`src/rtl/core/g711x_pkg.sv`:
```
package g711x_pkg;

    localparam logic [2:0] ENC_PCM8  = 3'd0;
    localparam logic [2:0] ENC_MULAW = 3'd1;
    localparam logic [2:0] ENC_ALAW  = 3'd2;
    localparam logic [2:0] ENC_PCM16 = 3'd3;
    localparam logic [2:0] ENC_PCM24 = 3'd4;
    localparam logic [2:0] ENC_PCM32 = 3'd5;

    localparam logic [1:0] STAT_OK        = 2'd0;
    localparam logic [1:0] STAT_MALFORMED = 2'd1;
    localparam logic [1:0] STAT_END_DROP  = 2'd2;

    localparam int QueueDepth = 2;

    // one result to be produced by the back end
    typedef struct packed {
        logic [2:0]  enc;
        logic [7:0]  data;
        logic [23:0] gathered;
        logic        last;
        logic [1:0]  status;
    } g711x_cmd_t;

    typedef struct packed {
        logic full;
        logic empty;
    } g711x_qstat_t;

endpackage

```
`src/rtl/core/g711x_if.sv`:
```
interface g711x_byte_if;
    logic       valid;
    logic       ready;
    logic [7:0] data_byte;
    logic       end_of_data;

    modport source (output valid, output data_byte, output end_of_data, input ready);
    modport sink (input valid, input data_byte, input end_of_data, output ready);
endinterface

interface g711x_sample_if;
    logic               valid;
    logic               ready;
    logic signed [31:0] sample;
    logic               sample_last;
    logic [1:0]         status;

    modport source (output valid, output sample, output sample_last, output status,
                    input ready);
    modport sink (input valid, input sample, input sample_last, input status,
                  output ready);
endinterface

```
`src/rtl/core/g711x_front.sv`:
```
module g711x_front (
    input  logic                clk,
    input  logic                rst_n,
    input  logic                cfg_we,
    input  logic [2:0]          cfg_wdata,
    input  logic                in_valid,
    output logic                in_ready,
    input  logic [7:0]          in_data,
    input  logic                in_last,
    input  g711x_pkg::g711x_qstat_t q_stat,
    output logic                push,
    output g711x_pkg::g711x_cmd_t   cmd
);
    import g711x_pkg::*;

    logic [2:0]  enc_reg;
    logic [23:0] gath_reg, gath_next;
    logic [1:0]  held_reg, held_next;
    logic [2:0]  need;
    logic        accept;
    logic        complete;

    assign in_ready = !q_stat.full;
    assign accept   = in_valid && in_ready;

    always_comb
    begin
        case (enc_reg)
            ENC_PCM8, ENC_MULAW, ENC_ALAW: need = 3'd1;
            ENC_PCM16:                     need = 3'd2;
            ENC_PCM24:                     need = 3'd3;
            ENC_PCM32:                     need = 3'd4;
            default:                       need = 3'd0;
        endcase
    end

    assign complete = (need != 3'd0) && ({1'b0, held_reg} + 3'd1 == need);

    always_comb
    begin
        gath_next = gath_reg;
        held_next = held_reg;
        if (complete || in_last)
        begin
            gath_next = '0;
            held_next = '0;
        end
        else if (need != 3'd0)
        begin
            case (held_reg)
                2'd0:    gath_next[7:0]   = in_data;
                2'd1:    gath_next[15:8]  = in_data;
                default: gath_next[23:16] = in_data;
            endcase
            held_next = held_reg + 2'd1;
        end
    end

    assign push         = accept && (complete || in_last);
    assign cmd.enc      = enc_reg;
    assign cmd.data     = in_data;
    assign cmd.gathered = gath_reg;
    assign cmd.last     = in_last;
    assign cmd.status   = complete ? STAT_OK :
                          (enc_reg == ENC_PCM16) ? STAT_END_DROP : STAT_MALFORMED;

    always_ff @(posedge clk or negedge rst_n)
    begin
        if (!rst_n)
        begin
            enc_reg  <= ENC_PCM16;
            gath_reg <= '0;
            held_reg <= '0;
        end
        else if (cfg_we)
        begin
            enc_reg  <= cfg_wdata;
            gath_reg <= '0;
            held_reg <= '0;
        end
        else if (accept)
        begin
            gath_reg <= gath_next;
            held_reg <= held_next;
        end
    end

endmodule

```
`src/rtl/core/g711x_queue.sv`:
```
module g711x_queue (
    input  logic                  clk,
    input  logic                  rst_n,
    input  logic                  push,
    input  g711x_pkg::g711x_cmd_t push_cmd,
    output g711x_pkg::g711x_qstat_t q_stat,
    input  logic                  pop_ready,
    output logic                  pop_valid,
    output g711x_pkg::g711x_cmd_t pop_cmd
);
    import g711x_pkg::*;

    localparam int PtrW = $clog2(QueueDepth);

    g711x_cmd_t          slot_reg [QueueDepth];
    logic [PtrW-1:0]     wr_ptr_reg;
    logic [PtrW-1:0]     rd_ptr_reg;
    logic [PtrW:0]       count_reg, count_next;
    logic                do_push, do_pop;

    assign q_stat.full  = (count_reg == (PtrW+1)'(QueueDepth));
    assign q_stat.empty = (count_reg == '0);
    assign do_push      = push && !q_stat.full;
    assign pop_valid    = !q_stat.empty;
    assign do_pop       = pop_valid && pop_ready;
    assign pop_cmd      = slot_reg[rd_ptr_reg];

    always_comb
    begin
        count_next = count_reg;
        if (do_push && !do_pop)
        begin
            count_next = count_reg + 1'b1;
        end
        else if (do_pop && !do_push)
        begin
            count_next = count_reg - 1'b1;
        end
    end

    always_ff @(posedge clk)
    begin
        if (do_push)
        begin
            slot_reg[wr_ptr_reg] <= push_cmd;
        end
    end

    always_ff @(posedge clk or negedge rst_n)
    begin
        if (!rst_n)
        begin
            wr_ptr_reg <= '0;
            rd_ptr_reg <= '0;
            count_reg  <= '0;
        end
        else
        begin
            if (do_push)
            begin
                wr_ptr_reg <= (wr_ptr_reg == PtrW'(QueueDepth - 1)) ? '0 : wr_ptr_reg + 1'b1;
            end
            if (do_pop)
            begin
                rd_ptr_reg <= (rd_ptr_reg == PtrW'(QueueDepth - 1)) ? '0 : rd_ptr_reg + 1'b1;
            end
            count_reg <= count_next;
        end
    end

endmodule

```
`src/rtl/core/g711x_back.sv`:
```
module g711x_back (
    input  logic                  clk,
    input  logic                  rst_n,
    input  logic                  cmd_valid,
    output logic                  cmd_ready,
    input  g711x_pkg::g711x_cmd_t cmd,
    output logic                  out_valid,
    input  logic                  out_ready,
    output logic signed [31:0]    out_sample,
    output logic                  out_last,
    output logic [1:0]            out_status
);
    import g711x_pkg::*;

    localparam logic [15:0] MuBias = 16'h0084;
    localparam logic [15:0] ABias  = 16'h0108;
    localparam logic [7:0]  AXor   = 8'h55;

    logic               valid_reg;
    logic signed [31:0] sample_reg, sample_next;
    logic               last_reg;
    logic [1:0]         status_reg;
    logic               take;

    logic [7:0]  mu_v, a_v;
    logic [15:0] mu_mag, a_mag;
    logic [31:0] mu_q, a_q;

    // mu-law expansion
    always_comb
    begin
        mu_v   = ~cmd.data;
        mu_mag = (({9'd0, mu_v[3:0], 3'd0} + MuBias) << mu_v[6:4]) - MuBias;
        mu_q   = mu_v[7] ? 32'd0 - {mu_mag, 16'd0} : {mu_mag, 16'd0};
    end

    // a-law expansion, sign bit set means positive
    always_comb
    begin
        a_v = cmd.data ^ AXor;
        if (a_v[6:4] == 3'd0)
        begin
            a_mag = {8'd0, a_v[3:0], 4'd0} + 16'd8;
        end
        else
        begin
            a_mag = ({8'd0, a_v[3:0], 4'd0} + ABias) << (a_v[6:4] - 3'd1);
        end
        a_q = a_v[7] ? {a_mag, 16'd0} : 32'd0 - {a_mag, 16'd0};
    end

    always_comb
    begin
        sample_next = '0;
        if (cmd.status == STAT_OK)
        begin
            case (cmd.enc)
                ENC_PCM8:  sample_next = {cmd.data ^ 8'h80, 24'd0};
                ENC_MULAW: sample_next = mu_q;
                ENC_ALAW:  sample_next = a_q;
                ENC_PCM16: sample_next = {cmd.data, cmd.gathered[7:0], 16'd0};
                ENC_PCM24: sample_next = {cmd.data, cmd.gathered[15:0], 8'd0};
                ENC_PCM32: sample_next = {cmd.data, cmd.gathered};
                default:   sample_next = '0;
            endcase
        end
    end

    assign cmd_ready  = !valid_reg || out_ready;
    assign take       = cmd_valid && cmd_ready;
    assign out_valid  = valid_reg;
    assign out_sample = sample_reg;
    assign out_last   = last_reg;
    assign out_status = status_reg;

    always_ff @(posedge clk)
    begin
        if (take)
        begin
            sample_reg <= sample_next;
            last_reg   <= cmd.last;
            status_reg <= cmd.status;
        end
    end

    always_ff @(posedge clk or negedge rst_n)
    begin
        if (!rst_n)
        begin
            valid_reg <= 1'b0;
        end
        else if (cmd_ready)
        begin
            valid_reg <= cmd_valid;
        end
    end

endmodule

```
`src/rtl/core/g711_pcm_sample_expander.sv`:
```
// Expands a little-endian audio data byte stream into signed Q1.31 samples for
// unsigned PCM8, G.711 mu-law and A-law, and signed PCM16, PCM24 and PCM32,
// chosen by the 3-bit encoding register (reset value selects PCM16). One byte
// is taken per clock, sustained: the front end gathers bytes and hands each
// finished sample or end-of-data event to a two-entry queue, and the back end
// expands it into the output register, so a result passes through a queue entry
// and the output register before it is offered, and a stalled output holds off
// the input only once the queue fills. A final byte marks the last result;
// leftover PCM24/PCM32 bytes or a byte under an unused encoding give status 1,
// a dropped PCM16 byte gives status 2, all with sample 0.
// Writing the encoding register discards any partly gathered sample and must
// happen only while no transfer is in flight.
module g711_pcm_sample_expander (
    input  logic                  clk,
    input  logic                  rst_n,
    input  logic                  cfg_we,
    input  logic [2:0]            cfg_wdata,
    g711x_byte_if.sink            byte_in,
    g711x_sample_if.source        sample_out
);
    import g711x_pkg::*;

    g711x_qstat_t q_stat;
    g711x_cmd_t   push_cmd;
    g711x_cmd_t   pop_cmd;
    logic         push;
    logic         pop_valid;
    logic         pop_ready;

    g711x_front u_front (
        .clk       (clk),
        .rst_n     (rst_n),
        .cfg_we    (cfg_we),
        .cfg_wdata (cfg_wdata),
        .in_valid  (byte_in.valid),
        .in_ready  (byte_in.ready),
        .in_data   (byte_in.data_byte),
        .in_last   (byte_in.end_of_data),
        .q_stat    (q_stat),
        .push      (push),
        .cmd       (push_cmd)
    );

    g711x_queue u_queue (
        .clk       (clk),
        .rst_n     (rst_n),
        .push      (push),
        .push_cmd  (push_cmd),
        .q_stat    (q_stat),
        .pop_ready (pop_ready),
        .pop_valid (pop_valid),
        .pop_cmd   (pop_cmd)
    );

    g711x_back u_back (
        .clk        (clk),
        .rst_n      (rst_n),
        .cmd_valid  (pop_valid),
        .cmd_ready  (pop_ready),
        .cmd        (pop_cmd),
        .out_valid  (sample_out.valid),
        .out_ready  (sample_out.ready),
        .out_sample (sample_out.sample),
        .out_last   (sample_out.sample_last),
        .out_status (sample_out.status)
    );

    a_error_zero_sample: assert property (@(posedge clk) disable iff (!rst_n)
        sample_out.valid && sample_out.status != STAT_OK |-> sample_out.sample == 32'sd0)
        else $error("error result carries a nonzero sample");

    a_error_is_last: assert property (@(posedge clk) disable iff (!rst_n)
        sample_out.valid && sample_out.status != STAT_OK |-> sample_out.sample_last)
        else $error("error result does not close the stream");

    a_stall_only_when_full: assert property (@(posedge clk) disable iff (!rst_n)
        !byte_in.ready |-> q_stat.full && !q_stat.empty)
        else $error("input stalled while queue has room");

    a_queue_drains: assert property (@(posedge clk) disable iff (!rst_n)
        pop_valid && pop_ready |=> !q_stat.full || $past(push))
        else $error("queue full after a pop without a push");

endmodule

```
`src/flat_wrapper.sv`:
```
// flat-port wrapper written by rule: the top's interface ports become plain ports
module g711_pcm_sample_expander_flat import g711x_pkg::*;
  (clk, rst_n, cfg_we, cfg_wdata, byte_in_valid, byte_in_data_byte, byte_in_end_of_data, byte_in_ready, sample_out_valid, sample_out_sample, sample_out_sample_last, sample_out_status, sample_out_ready);
  g711x_byte_if byte_in_i ();
  g711x_sample_if sample_out_i ();
  input  logic clk;
  input  logic rst_n;
  input  logic cfg_we;
  input  logic [2:0] cfg_wdata;
  input wire logic [$bits(byte_in_i.valid)-1:0] byte_in_valid;
  input wire logic [$bits(byte_in_i.data_byte)-1:0] byte_in_data_byte;
  input wire logic [$bits(byte_in_i.end_of_data)-1:0] byte_in_end_of_data;
  output wire logic [$bits(byte_in_i.ready)-1:0] byte_in_ready;
  output wire logic [$bits(sample_out_i.valid)-1:0] sample_out_valid;
  output wire logic [$bits(sample_out_i.sample)-1:0] sample_out_sample;
  output wire logic [$bits(sample_out_i.sample_last)-1:0] sample_out_sample_last;
  output wire logic [$bits(sample_out_i.status)-1:0] sample_out_status;
  input wire logic [$bits(sample_out_i.ready)-1:0] sample_out_ready;
  assign byte_in_i.valid = byte_in_valid;
  assign byte_in_i.data_byte = byte_in_data_byte;
  assign byte_in_i.end_of_data = byte_in_end_of_data;
  assign byte_in_ready = byte_in_i.ready;
  assign sample_out_valid = sample_out_i.valid;
  assign sample_out_sample = sample_out_i.sample;
  assign sample_out_sample_last = sample_out_i.sample_last;
  assign sample_out_status = sample_out_i.status;
  assign sample_out_i.ready = sample_out_ready;
  g711_pcm_sample_expander u_core (.clk(clk), .rst_n(rst_n), .cfg_we(cfg_we), .cfg_wdata(cfg_wdata), .byte_in(byte_in_i), .sample_out(sample_out_i));
endmodule
```
`config.mk`:
```
export PLATFORM = sky130hd
export DESIGN_NAME = g711_pcm_sample_expander_flat
export DESIGN_NICKNAME = d
export VERILOG_FILES = /design/src/rtl/core/g711x_pkg.sv /design/src/rtl/core/g711x_if.sv /design/src/rtl/core/g711x_front.sv /design/src/rtl/core/g711x_queue.sv /design/src/rtl/core/g711x_back.sv /design/src/rtl/core/g711_pcm_sample_expander.sv /design/src/flat_wrapper.sv
export SDC_FILE = /design/constraint.sdc
export NUM_CORES = 1
export LEC_CHECK = 0
export ABC_AREA = 1
export ABC_CLOCK_PERIOD_IN_PS = 6820
export CAP_MARGIN = 10
export CORE_MARGIN = 5
export CORE_UTILIZATION = 35
export CTS_BUF_LIST = sky130_fd_sc_hd__clkbuf_4 sky130_fd_sc_hd__clkbuf_8 sky130_fd_sc_hd__clkbuf_16
export CTS_CLUSTER_SIZE = 25
export DETAILED_ROUTE_END_ITERATION = 10
export DONT_BUFFER_PORTS = 1
export GPL_TIMING_DRIVEN = 0
export MAX_ROUTING_LAYER = met4
export PLACE_DENSITY_LB_ADDON = 0.15
export RECOVER_POWER = 100
export SLEW_MARGIN = 30
export SYNTH_ARGS = -nofsm -noshare
export SYNTH_HDL_FRONTEND = slang
export SYNTH_SLANG_ARGS = --single-unit
```
`constraint.sdc`:
```
create_clock -name clk -period 6.82 [get_ports clk]
set_clock_uncertainty 0.05 [all_clocks]
set_input_delay 0.341 -clock clk [delete_from_list [all_inputs] [get_ports clk]]
set_output_delay 0.341 -clock clk [all_outputs]
set_load 0.05 [all_outputs]
```
## After elaboration in Yosys (flattened, before gate mapping)

Memories as Yosys holds them, arrays and structs flattened.
Cells that the tools add are included.

| word-level totals | value |
|---|---|
| bits of input ports | 17 |
| memories | 1 |
| memory bits (writable) | 76 |
| output and inout bits | 37 |
| register bits after elaboration | 69 |
| word-level logic and storage cells | 101 |

| operators by class | value |
|---|---|
| bitwise logic cells | 3 |
| equal/unequal tests | 14 |
| reductions and logical operators | 32 |
| shift-type cells | 2 |
| add/sub/neg operators | 13 |
| multiplexer cells | 24 |

Memory list:

| name | words | width | rd ports | clocked after Yosys merged registers in | wr ports | RTL line | RTL |
|---|---|---|---|---|---|---|---|
| u_core.u_queue.slot_reg | 2 | 38 | 1 | 0 | 1 | g711x_queue.sv:15 | `g711x_cmd_t slot_reg [QueueDepth];` |

Operator list:

| operator | number |
|---|---|
| one-hot mux 32 bit (6 select lines) | 1 |
| 2-to-1 mux 24 bit | 4 |
| 2-to-1 mux 32 bit | 2 |
| subtractor 1 x 32 -> 32 bit (first input constant) | 2 |
| 2-to-1 mux 8 bit | 3 |
| 2-to-1 mux 16 bit | 1 |
| 2-to-1 mux 2 bit | 8 |
| << shifter 10 x 3 -> 16 bit | 1 |
| << shifter 9 x 3 -> 16 bit | 1 |
| subtractor 16 x 8 -> 16 bit (second input constant) | 1 |
| equality test 3 x 2 -> 1 bit (second input constant) | 4 |
| equality test 3 bit (second input constant) | 4 |
| one-hot mux 3 bit (4 select lines) | 1 |
| nonzero test 3 bit | 4 |
| adder 8 x 9 -> 10 bit (second input constant) | 1 |
| adder 7 x 8 -> 9 bit (second input constant) | 1 |
| adder 8 x 4 -> 9 bit (second input constant) | 1 |
| logical NOT 3 bit | 3 |
| AND reduction 3 bit | 3 |
| NOT 8 bit | 1 |
| logical AND 1 bit | 7 |
| equality test 3 x 1 -> 1 bit (second input constant) | 2 |
| logical NOT 2 bit | 3 |
| logical NOT 1 bit | 5 |
| other kinds (17) | 24 |

## Logic depth before layout (Yosys ltp)

Gate-level depths: netlist (run 1).

| logic depth | value |
|---|---|
| depth after elaboration | 12 |
| depth in mapped cells | 25 |
| depth with buffers taken out | 24 |

## Cells and area by module

Synthesis (run 1) repeated with hierarchy kept, for this count alone.

| unflattened totals | value |
|---|---|
| cell total of the unflattened synthesis | 875 |
| area, all modules | 7845.0 sq um |

By module, submodules not included:

| module | seq. area each (sq um) | area an instance (sq um) | times used | cells each |
|---|---|---|---|---|
| g711x_back | 1076.0 | 3325.7 | 1 | 459 |
| g711x_queue | 2382.3 | 2986.6 | 1 | 231 |
| g711x_front | 728.2 | 1532.7 | 1 | 185 |

## Worst setup path after synthesis (run 1)

No wires, ideal clock.

| timing path | value |
|---|---|
| kind | reg-to-reg |
| start point | register u_core.u_back.valid_reg (netlist: u_core.u_back.out_valid) |
| end point | register u_core.u_queue.count_reg[1] |
| buffers on the path | 0 |
| stages on the path, launching flop included | 9 |
| clock period less this slack | 3.637 ns |
| setup slack | 3.183 ns |
| setup time | 0.131 ns |
| data required time | 6.639 ns |
| data arrival time | 3.456 ns |
| cells stage by stage | dfrtp_1 > inv_1 > nor2_1 > a21oi_1 > inv_1 > ha_1 > a21oi_1 > o21ai_0 > xor2_1 |

| on the way | value |
|---|---|
| word-level cells in the longest chain between the ends | 6 |
| elaborated cells on any way between the ends | 8 |
| classes of those cells | mux: 1; reduce/logical: 7 |

Ends and longest elaborated chain:

| element | RTL line | RTL |
|---|---|---|
| start: declaration | g711x_back.sv:19 | `logic valid_reg;` |
| start signal: assignment | g711x_back.sv:94 | `valid_reg <= cmd_valid;` |
| logical NOT 1 bit (*) | g711x_back.sv:69 | `assign cmd_ready = !valid_reg \|\| out_ready;` |
| logical OR 1 bit (*) | g711x_back.sv:69 |  |
| logical AND 1 bit (*) | n/a |  |
| named net u_core.u_back.take | g711x_back.sv:23 | `logic take;` |
| logical NOT 1 bit | g711x_queue.sv:31 | `if (do_push && !do_pop)` |
| logical AND 1 bit | g711x_queue.sv:31 |  |
| 2-to-1 mux 2 bit or nonzero test 2 bit (tied branches) | n/a |  |
| end signal: assignment | g711x_queue.sv:67 | `count_reg <= count_next;` |
| end: declaration | g711x_queue.sv:18 | `logic [PtrW:0] count_reg, count_next;` |

Mark *: on every way through the listed nets, which the timed path passes. The rest lies on a longest branch.
A chain may end at the register's enable or synchronous reset.

## Final worst setup path (run 1)

| timing path | value |
|---|---|
| start point | register u_core.u_front.enc_reg[0] |
| end point | memory u_core.u_queue.slot_reg[1][25] in the netlist's numbering, enable pin |

| on the way | value |
|---|---|
| word-level cells in the longest chain between the ends | 10 |
| elaborated cells on any way between the ends | 16 |
| classes of those cells | eq/ne: 6; mux: 3; reduce/logical: 7 |

Ends and longest elaborated chain:

| element | RTL line | RTL |
|---|---|---|
| start: declaration | g711x_front.sv:16 | `logic [2:0] enc_reg;` |
| start signal: assignment | g711x_front.sv:77 | `enc_reg <= cfg_wdata;` |
| equality test 3 x 1 -> 1 bit, or another cell as far along | g711x_front.sv:28 | `case (enc_reg)` |
| OR reduction 3 bit | g711x_front.sv:28 |  |
| one-hot mux 3 bit (4 select lines) (*) | g711x_front.sv:28 |  |
| equality test 3 bit or nonzero test 3 bit (tied branches) | g711x_front.sv:37 | `assign complete = (need != 3'd0) && ({1'b0, held_reg} + 3'd1 == need);` |
| logical AND 1 bit (*) | g711x_front.sv:37 |  |
| logical OR 1 bit (*) | g711x_front.sv:59 | `assign push = accept && (complete \|\| in_last);` |
| logical AND 1 bit (*) | g711x_front.sv:59 |  |
| logical AND 1 bit (*) | g711x_queue.sv:23 | `assign do_push = push && !q_stat.full;` |
| named net u_core.u_queue.do_push | g711x_queue.sv:19 | `logic do_push, do_pop;` |
| 2-to-1 mux 1 bit (*) | g711x_queue.sv:43 | `if (do_push)` |
| 2-to-1 mux 1 bit (implied by the code) (*) | g711x_queue.sv:45 | `slot_reg[wr_ptr_reg] <= push_cmd;` |
| end: declaration | g711x_queue.sv:15 |  |

Marks and branches as above.

==> results of run 1 <==
[worst max-delay path, cell delays in order (launching register included)]
cell,delay (ps)
sky130_fd_sc_hd__dfstp_1,600
sky130_fd_sc_hd__inv_1,110
sky130_fd_sc_hd__nand3_1,140
sky130_fd_sc_hd__o21ai_0,120
sky130_fd_sc_hd__xor2_1,140
sky130_fd_sc_hd__nand4_1,150
sky130_fd_sc_hd__nand2_1,120
sky130_fd_sc_hd__clkinv_1,80
sky130_fd_sc_hd__nor2_1,190
sky130_fd_sc_hd__inv_1,80
sky130_fd_sc_hd__nor2_1,1250
sky130_fd_sc_hd__clkbuf_1,1020
[timing repair]
action,in CTS,in global routing
resized for setup,0,0
hold buffers,16,0
endpoints found under the hold margin,56,0
setup buffers,0,0
[metrics by stage]
step / setup WS, ps / area (um^2) / instances / utilization
4_1_cts: 3490 / 8700 / 1124 / 0.415
3_5_place_dp: 3500 / 7940 / 1076 / 0.379
5_1_grt: 1860 / 8510 / 1124 / 0.406
2_1_floorplan: 3180 / 7430 / 796 / -
6_report: 2350 / 8510 / 1124 / 0.406
3_3_place_gp: 1890 / 7780 / 1071 / 0.371
[synth_stat cells (4+ instances only)]
| library cell | n | share of area |
|---|---|---|
| sky130_fd_sc_hd__nand4_1 | 7 | 0.0059 |
| sky130_fd_sc_hd__a221oi_1 | 4 | 0.0047 |
| sky130_fd_sc_hd__a31oi_1 | 6 | 0.0050 |
| sky130_fd_sc_hd__nand3_1 | 44 | 0.030 |
| sky130_fd_sc_hd__inv_2 | 10 | 0.0050 |
| sky130_fd_sc_hd__o211ai_1 | 4 | 0.0040 |
| sky130_fd_sc_hd__o22ai_1 | 6 | 0.0050 |
| sky130_fd_sc_hd__clkbuf_1 | 12 | 0.0061 |
| sky130_fd_sc_hd__ha_1 | 15 | 0.025 |
| sky130_fd_sc_hd__o21ai_1 | 12 | 0.0081 |
| sky130_fd_sc_hd__buf_2 | 4 | 0.0027 |
| sky130_fd_sc_hd__mux2i_1 | 4 | 0.0054 |
| sky130_fd_sc_hd__inv_1 | 87 | 0.044 |
| sky130_fd_sc_hd__o21ai_2 | 7 | 0.0082 |
| sky130_fd_sc_hd__nand2_4 | 6 | 0.0091 |
| sky130_fd_sc_hd__o21ai_0 | 57 | 0.038 |
| sky130_fd_sc_hd__dfrtp_1 | 32 | 0.11 |
| sky130_fd_sc_hd__or2_1 | 4 | 0.0034 |
| sky130_fd_sc_hd__o32ai_1 | 7 | 0.0082 |
| sky130_fd_sc_hd__edfxtp_1 | 111 | 0.45 |
| sky130_fd_sc_hd__nand2_1 | 204 | 0.10 |
| sky130_fd_sc_hd__nand2_2 | 23 | 0.019 |
| sky130_fd_sc_hd__nand3_2 | 5 | 0.0067 |
| sky130_fd_sc_hd__nor2_1 | 59 | 0.030 |
| sky130_fd_sc_hd__a21oi_1 | 20 | 0.013 |
| sky130_fd_sc_hd__or2_2 | 4 | 0.0034 |
[cell type report]
class	instances	area (um^2)
inverters	97	364
plain buffers	24	111
clock buffers	19	440
fillers	2139	12400
repair buffers	21	173
flip-flops and latches	145	4190
well taps	275	344
multi-input cells	530	2740
clock inverters	13	144
[routing by layer]
layer / global-route usage / routed length (um)
met1: 0.225 / 9570
met2: 0.232 / 7810
met3: 0.0388 / 743
met4: 0.0429 / 229
met5: - / 0
[logic make-up after synthesis]
group,count (synthesis),synth area share
buffers and inverters,121,0.0658
and+or+nand+nor,372,0.227
muxes,4,0.00539
AOI/OAI and AO/OA,134,0.107
xor gates and xnor gates,5,0.00690
adders and majority gates,15,0.0252
DFF,145,0.563
[worst max path at each step]
stage,endpoint,slack [ps],startpoint
3_5_place_dp,u_core.u_back.out_sample[29]$_SDFFCE_PP0P_,3500,u_core.u_queue.rd_ptr_reg$_DFFE_PN0P_
2_1_floorplan,u_core.u_queue.count_reg[1]$_DFFE_PN0P_,3180,u_core.u_back.out_valid$_DFFE_PN0N_
4_1_cts,u_core.u_back.out_sample[29]$_SDFFCE_PP0P_,3490,u_core.u_queue.rd_ptr_reg$_DFFE_PN0P_
5_1_grt,u_core.u_queue.slot_reg[1][20]$_DFFE_PP_,1860,u_core.u_front.enc_reg[0]$_DFFE_PN1P_
3_3_place_gp,u_core.u_queue.count_reg[1]$_DFFE_PN0P_,1890,u_core.u_back.out_valid$_DFFE_PN0N_
6_report,u_core.u_queue.slot_reg[1][25]$_DFFE_PP_,2350,u_core.u_front.enc_reg[0]$_DFFE_PN1P_
==> summary.md, run 1 <==
| Metric | Value |
|---|---|
| Vias in the first global route | `5140` |
| Commonest non-fill, non-tap cell in the layout | `sky130_fd_sc_hd__nand2_1` |
| Std cell rows | `53` |
| Antenna diode instance count | `0` |
| Synthesis-stage register bit count | `145` |
| Die outline area | `~0.024 mm^2` |
| Arrival time of the worst setup path | `4450 ps` |
| Final setup violation count | `0` |
| TritonCTS clock tree | `yes` |
| Worst-case hold path end point | `u_core.u_front.gath_reg[13]$_DFFE_PN0P_` |
| Wirelength, routed | `approximately 18 mm` |
| Async set-or-reset flop fraction in the synthesized netlist | `0.234` |
| Data required time of the critical path | `roughly 6800 ps` |
| Commonest cells after routing, fill and taps aside | `sky130_fd_sc_hd__nand2_1, sky130_fd_sc_hd__edfxtp_1, sky130_fd_sc_hd__inv_1` |
| EDFF count, synth | `111` |
| Min-delay src | `byte_in_data_byte[5]` |
| Via count | `~5.4k` |
| Gate count after technology mapping | `approximately 800` |
| Capturing element type of the critical path | `flop` |
| Type of the worst setup path | `reg2reg` |
| Post-detail-place hpwl | `13.7 mm` |
| Launch point of the worst reg-to-reg path | `u_core.u_front.enc_reg[0]$_DFFE_PN1P_` |
| Maximum clock insertion buffer count | `2` |
| Sequential share of the synthesized area | `0.563` |
| Startpoint Class | `flop` |
| Area added between synthesis and finish | `14.4%` |
| Layout cells sized above 1 | `0.107` |
| CTS buffer count | `17` |
| Port Buf Inserts | `0` |
| Post-layout min period | `4470 ps` |
| Residual overflow from global routing | `0` |
| Hold WS | `around 79 ps` |
| Outcome | `finished, violations left` |
| Post-route ant nets | `0` |
| Maximum fanout encountered on the critical timing path | `21` |
| Logic depth of the worst register-to-register path | `11` |
| Hold Crit Depth | `2` |
| Pins over their slew limit | `55` |
| H-tree level count | `4` |
| Ys flop type | `sky130_fd_sc_hd__edfxtp_1` |
| Initial Utilization | `0.355` |
| 1st-iter DRT viols | `354` |
| Post-detailed-route wirelength per cell | `16.3 um` |
| Reg-to-reg setup timing slack | `2350 ps` |
| Via count normalized by instance count | `4.83` |
| Maximum number of pins on one net before global-route repair | `35` |
| Drt pass-1 iters | `5` |
| Post-Route Setup TNS | `0 ps` |
| Post-synthesis cell type count | `48` |
| Die width | `~160 um` |
| Clock latency reported for the late side of the worst-skew pair | `430 ps` |
| Yosys warns | `0` |
| Post-route DRC | `0` |
| Number of clock sinks | `145` |
| Slew at the pin closest to its max-slew limit | `between 1500 and 2000 ps` |
| Wire length of the first global-routing pass | `between 20 and 30 mm` |
| Core footprint | `around 0.021 mm^2` |
| Net count after synthesis | `828` |
| Failing checks | `max-capacitance violations, max-slew violations` |
| Unrepaired setup endpoints after global routing | `false` |
| Number of maximum-capacitance violations | `2` |
| Final worst-path cycle share | `0.656` |
| Fmax | `~0.22 GHz` |
| I/O pin cnt | `54` |
| Die height | `156 um` |
| Initial antenna violation count | `0` |
| Syn_area_per_cell | `9.34 um^2` |
| Clock input transition at the sequential cells of the worst setup and hold paths | `around 60 ps` |
| Worst hold-check path type | `in2reg` |
| Max-slew headroom | `-0.303` |
| Overall global routing resource usage | `0.160` |
| Synthesized cell area | `0.00743 mm^2` |
| Hold Fails Final Rpt | `0` |
| Reg-to-Reg End | `u_core.u_queue.slot_reg[1][25]$_DFFE_PP_` |
| Clock Tree Root | `sky130_fd_sc_hd__clkbuf_16` |
| Final weighted congestion in routability-driven placement | `around 0.9` |
| Post-layout net count | `868` |
| Number of flip-flops under the largest register name | `76` |
Power of run 1 is not shown: default switching activity piles up to over one toggle a cycle in this logic, so the estimate is an artifact.
==> run 2, diff against run 1 <==
ABC_AREA = 0   (was 1)
ABC_CLOCK_PERIOD_IN_PS = 4670   (was 6820)
clock period = 4.67 ns   (was 6.82 ns; I/O delays follow)
==> run 2 against run 1 <==
Effect of this change:
- the run still ends with max-capacitance violations, max-slew violations left
- worst hold slack worse by 54 ps
- fmax up 5.4%
- utilization decreased by 0.095 points
- critical path type unchanged
==> summary.md, run 2 <==
| Metric | Value |
|---|---|
| Maximum fanout encountered on the critical timing path | `10 (-52%)` |
| Startpoint Class | `flop` |
| Maximum clock insertion buffer count | `2 (unchanged)` |
| Outcome | `finished, violations left` |
| Total of cells resized after clock tree synthesis | `0 (unchanged)` |
| Post-detail-place hpwl | `15.8 mm (+16%)` |
| H-tree level count | `4 (unchanged)` |
| Drt pass-1 iters | `4 (-1)` |
| Most frequent cell after synthesis | `sky130_fd_sc_hd__edfxtp_1` |
| Area share of xor/xnor cells in the synthesized design | `0.0324 (+0.0255)` |
| Net count after synthesis | `718 (-13%)` |
| Area taken by multi-input logic gates | `0.00333 mm^2 (+21%)` |
| Origin of the worst setup path | `u_core.u_queue.rd_ptr_reg$_DFFE_PN0P_` |
| Basic-gate share of the synthesized area counting and, or, nand and nor cells | `0.141 (-0.0856)` |
| Yosys warns | `0 (unchanged)` |
| Sequential share of the synthesized area | `0.537 (-0.0260)` |
| Post-route ant nets | `0 (unchanged)` |
| Overall global routing resource usage | `0.170 (+0.0101)` |
| Reg-to-Reg End | `u_core.u_back.out_sample[28]$_SDFFCE_PP0P_` |
| Data required time of the critical path | `4910 ps (-1890 ps)` |
| Capturing element type of the critical path | `flop` |
| Sequential cell area | `0.00419 mm^2 (unchanged)` |
| Logic depth of the worst register-to-register path | `12 (+1)` |
| Reg-to-reg setup timing slack | `430 ps (-1920 ps)` |
| CTS buffer count | `17 (unchanged)` |
| Failing checks | `max-capacitance violations, max-slew violations` |
| Core footprint | `0.0219 mm^2 (+4.5%)` |
| Maximum number of pins on one net before global-route repair | `39 (+11%)` |
| Synth Area in Compound Gates | `0.144 (+0.0373)` |
| Worst hold-check path type | `in2reg` |
| Layout Utilization | `0.405 (-0.000952)` |
| Hold Crit Depth | `3 (+1)` |
| I/O pin cnt | `54 (unchanged)` |
| Number of buffers added to fix hold violations after cts | `15 (-1)` |
| Synthesis-stage register bit count | `145 (unchanged)` |
| Leak | `3.19 nW` |
| Residual overflow from global routing | `0 (unchanged)` |
| Syn_area_per_cell | `11.4 um^2 (+22%)` |
| Hold Fails Final Rpt | `0 (unchanged)` |
| Layout cells sized above 1 | `0.108 (+0.00107)` |
| Port Buf Inserts | `0 (unchanged)` |
| Area share of the largest cell type after synthesis | `0.428 (-0.0207)` |
| 1st-iter DRT viols | `461 (+30%)` |
| Launch point of the worst reg-to-reg path | `u_core.u_queue.rd_ptr_reg$_DFFE_PN0P_` |
| Placed cells | `972 (-9.7%)` |
| Fill count | `2116 (-1.1%)` |
| Die outline area | `0.0254 mm^2 (+4.5%)` |
| Final weighted congestion in routability-driven placement | `0.870 (-0.48%)` |
| Std cell rows | `54 (+1.9%)` |
| Async set-or-reset flop fraction in the synthesized netlist | `0.234 (unchanged)` |
| EDFF count, synth | `111 (unchanged)` |
| Area share of fa/ha/maj cells after synthesis | `0.0241 (-0.00117)` |
| Fraction of synthesized area in multiplexers | `0.0865 (+0.0811)` |
| Initial antenna violation count | `0 (unchanged)` |
| Vias in the first global route | `5554 (+8.1%)` |
| Number of maximum-capacitance violations | `3 (+1)` |
| Synth area leaders | `sky130_fd_sc_hd__edfxtp_1, sky130_fd_sc_hd__dfrtp_1, sky130_fd_sc_hd__mux2i_1` |
| Number of buffers inserted by post-CTS setup repair | `0 (unchanged)` |
| Via count | `5631 (+3.8%)` |
| Top cells by instance count after synthesis | `sky130_fd_sc_hd__edfxtp_1, sky130_fd_sc_hd__nand2_1, sky130_fd_sc_hd__nor2_1, sky130_fd_sc_hd__o21ai_0, sky130_fd_sc_hd__mux2i_1` |
| Antenna diode instance count | `0 (unchanged)` |
| Post-detailed-route wirelength per cell | `20.9 um (+28%)` |
| Clock latency reported for the late side of the worst-skew pair | `420 ps (about the same)` |
| Post-route DRC | `0 (unchanged)` |
| Clock input transition at the sequential cells of the worst setup and hold paths | `60 ps (about the same)` |
| Wirelength, routed | `21.3 mm (+16%)` |
| Peak VDD IR | `around 0.00030 V` |
| Endpoint of the most critical setup path | `u_core.u_back.out_sample[28]$_SDFFCE_PP0P_` |
| Commonest non-fill, non-tap cell in the layout | `sky130_fd_sc_hd__edfxtp_1` |
| Commonest cells after routing, fill and taps aside | `sky130_fd_sc_hd__edfxtp_1, sky130_fd_sc_hd__nand2_1, sky130_fd_sc_hd__nor2_1` |
| Pins over their slew limit | `74 (+35%)` |
| Post-layout net count | `758 (-13%)` |
| Die height | `159 um (+2.2%)` |
| Max-slew headroom | `-0.281 (+0.0221)` |
| Area added between synthesis and finish | `13.7%` |
| Gate count after technology mapping | `686 (-14%)` |
| Final worst-path cycle share | `0.908 (+0.253)` |
| Initial Utilization | `0.356 (+0.00129)` |
| Slew at the pin closest to its max-slew limit | `1920 ps (-33.2 ps)` |
| TritonCTS clock tree | `yes` |
| Die width | `159 um (+2.2%)` |
| Type of the worst setup path | `reg2reg` |
| Number of flip-flops under the largest register name | `76 (unchanged)` |
| Ys flop type | `sky130_fd_sc_hd__edfxtp_1` |
| Number of clock sinks | `145 (unchanged)` |
| Post-synthesis cell type count | `76 (+58%)` |
| Dominant combinational cell family by area after synthesis | `compound AO/OA/AOI/OAI gates` |
| Synthesized cell area | `0.00779 mm^2 (+4.8%)` |
| Fmax | `0.236 GHz (+5.4%)` |
| Unrepaired setup endpoints after global routing | `false` |
| Power Dens Cells | `740 mW/mm^2` |
| Wire length of the first global-routing pass | `33.0 mm (+13%)` |
| Cell type contributing the most total cell area after synthesis | `sky130_fd_sc_hd__edfxtp_1` |
| Via count normalized by instance count | `5.53 (+14%)` |
| Final standard cell count with taps included and fillers excluded | `1019 (-9.3%)` |
| Post-layout min period | `4240 ps (-229 ps)` |
| Clock Tree Root | `sky130_fd_sc_hd__clkbuf_16` |
| Final setup violation count | `0 (unchanged)` |
| Arrival time of the worst setup path | `4480 ps (+30 ps)` |
==> run 2: worst min-delay path by stage <==
stage                             start                                      to  slack (ps)
finish              byte_in_end_of_data  u_core.u_front.held_reg[0]$_DFFE_PN0P_          30
detailed placement                rst_n  u_core.u_front.held_reg[0]$_DFFE_PN0P_        -110
floorplan                         rst_n     u_core.u_back.out_valid$_DFFE_PN0N_        -110
CTS                 byte_in_end_of_data  u_core.u_front.held_reg[0]$_DFFE_PN0P_           6
global route        byte_in_end_of_data  u_core.u_front.held_reg[0]$_DFFE_PN0P_          50
global placement                  rst_n  u_core.u_front.held_reg[0]$_DFFE_PN0P_        -110
==> run 2: report_power, final <==
part / leakage, nW / total (mW) / internal (mW) / switching [mW]
Sequential: 1.51 / 2.36 / 1.78 / 0.574
Combinational: 1.41 / 2.90 / 1.01 / 1.89
Clock: 0.280 / 1.30 / 0.783 / 0.520
Total: 3.19 / 6.56 / 3.58 / 2.98
==> run 2: final cells by class <==
cell class | count | area share
buffer | 32 | 0.0179
clock buffer | 21 | 0.0535
clock inverter | 11 | 0.0116
inverter | 25 | 0.0106
multi-input combinational | 484 | 0.376
sequential | 145 | 0.472
tap | 280 | 0.0395
timing repair buffer | 21 | 0.0188
==> run 2: worst max-delay path, cell delays in order (launching register included) <==
cell	delay, ps
sky130_fd_sc_hd__dfrtp_1	340
sky130_fd_sc_hd__buf_6	160
sky130_fd_sc_hd__buf_8	150
sky130_fd_sc_hd__buf_6	140
sky130_fd_sc_hd__clkbuf_1	530
sky130_fd_sc_hd__clkbuf_1	630
sky130_fd_sc_hd__mux2_1	440
sky130_fd_sc_hd__nor2_2	230
sky130_fd_sc_hd__o21ai_0	380
sky130_fd_sc_hd__nor3_1	550
sky130_fd_sc_hd__nand2_1	140
sky130_fd_sc_hd__o32a_1	320
sky130_fd_sc_hd__nand2_1	60
==> run 2: cells by family (layout without fill, tap and decap cells) <==
| family | Yosys count | count (layout) |
|---|---|---|
| simple gates | 224 | 224 |
| buf+inv | 57 | 110 |
| compound gates | 159 | 159 |
| flops | 145 | 145 |
| fa+ha+maj | 15 | 15 |
| mux | 58 | 58 |
| xor+xnor | 28 | 28 |
==> run 2: layer usage <==
metal	vias to the layer above	share of wire	routed length [um]	track usage
li1	2658	-	-	-
met1	2764	0.50	10600	0.242
met4	0	0.011	229	0.0469
met5	-	0	0	-
met3	18	0.051	1090	0.0368
met2	191	0.44	9420	0.246
==> run 2: metrics by stage <==
step | setup WS, ps | instance area, um^2 | hold WS (ps) | total power [mW] | TNS [ps]
6_report | 428 | 8870 | 25.6 | 6.56 | 0
5_1_grt | 73.9 | 8870 | 49.1 | 6.92 | 0
4_1_cts | 523 | 8940 | 6.12 | 6.59 | 0
3_5_place_dp | 528 | 8200 | -110 | 5.25 | 0
3_3_place_gp | -1780 | 8150 | -110 | 5.23 | -67390
2_1_floorplan | 78.1 | 7790 | -112 | 4.44 | 0
(Power assumes the default switching activity.)
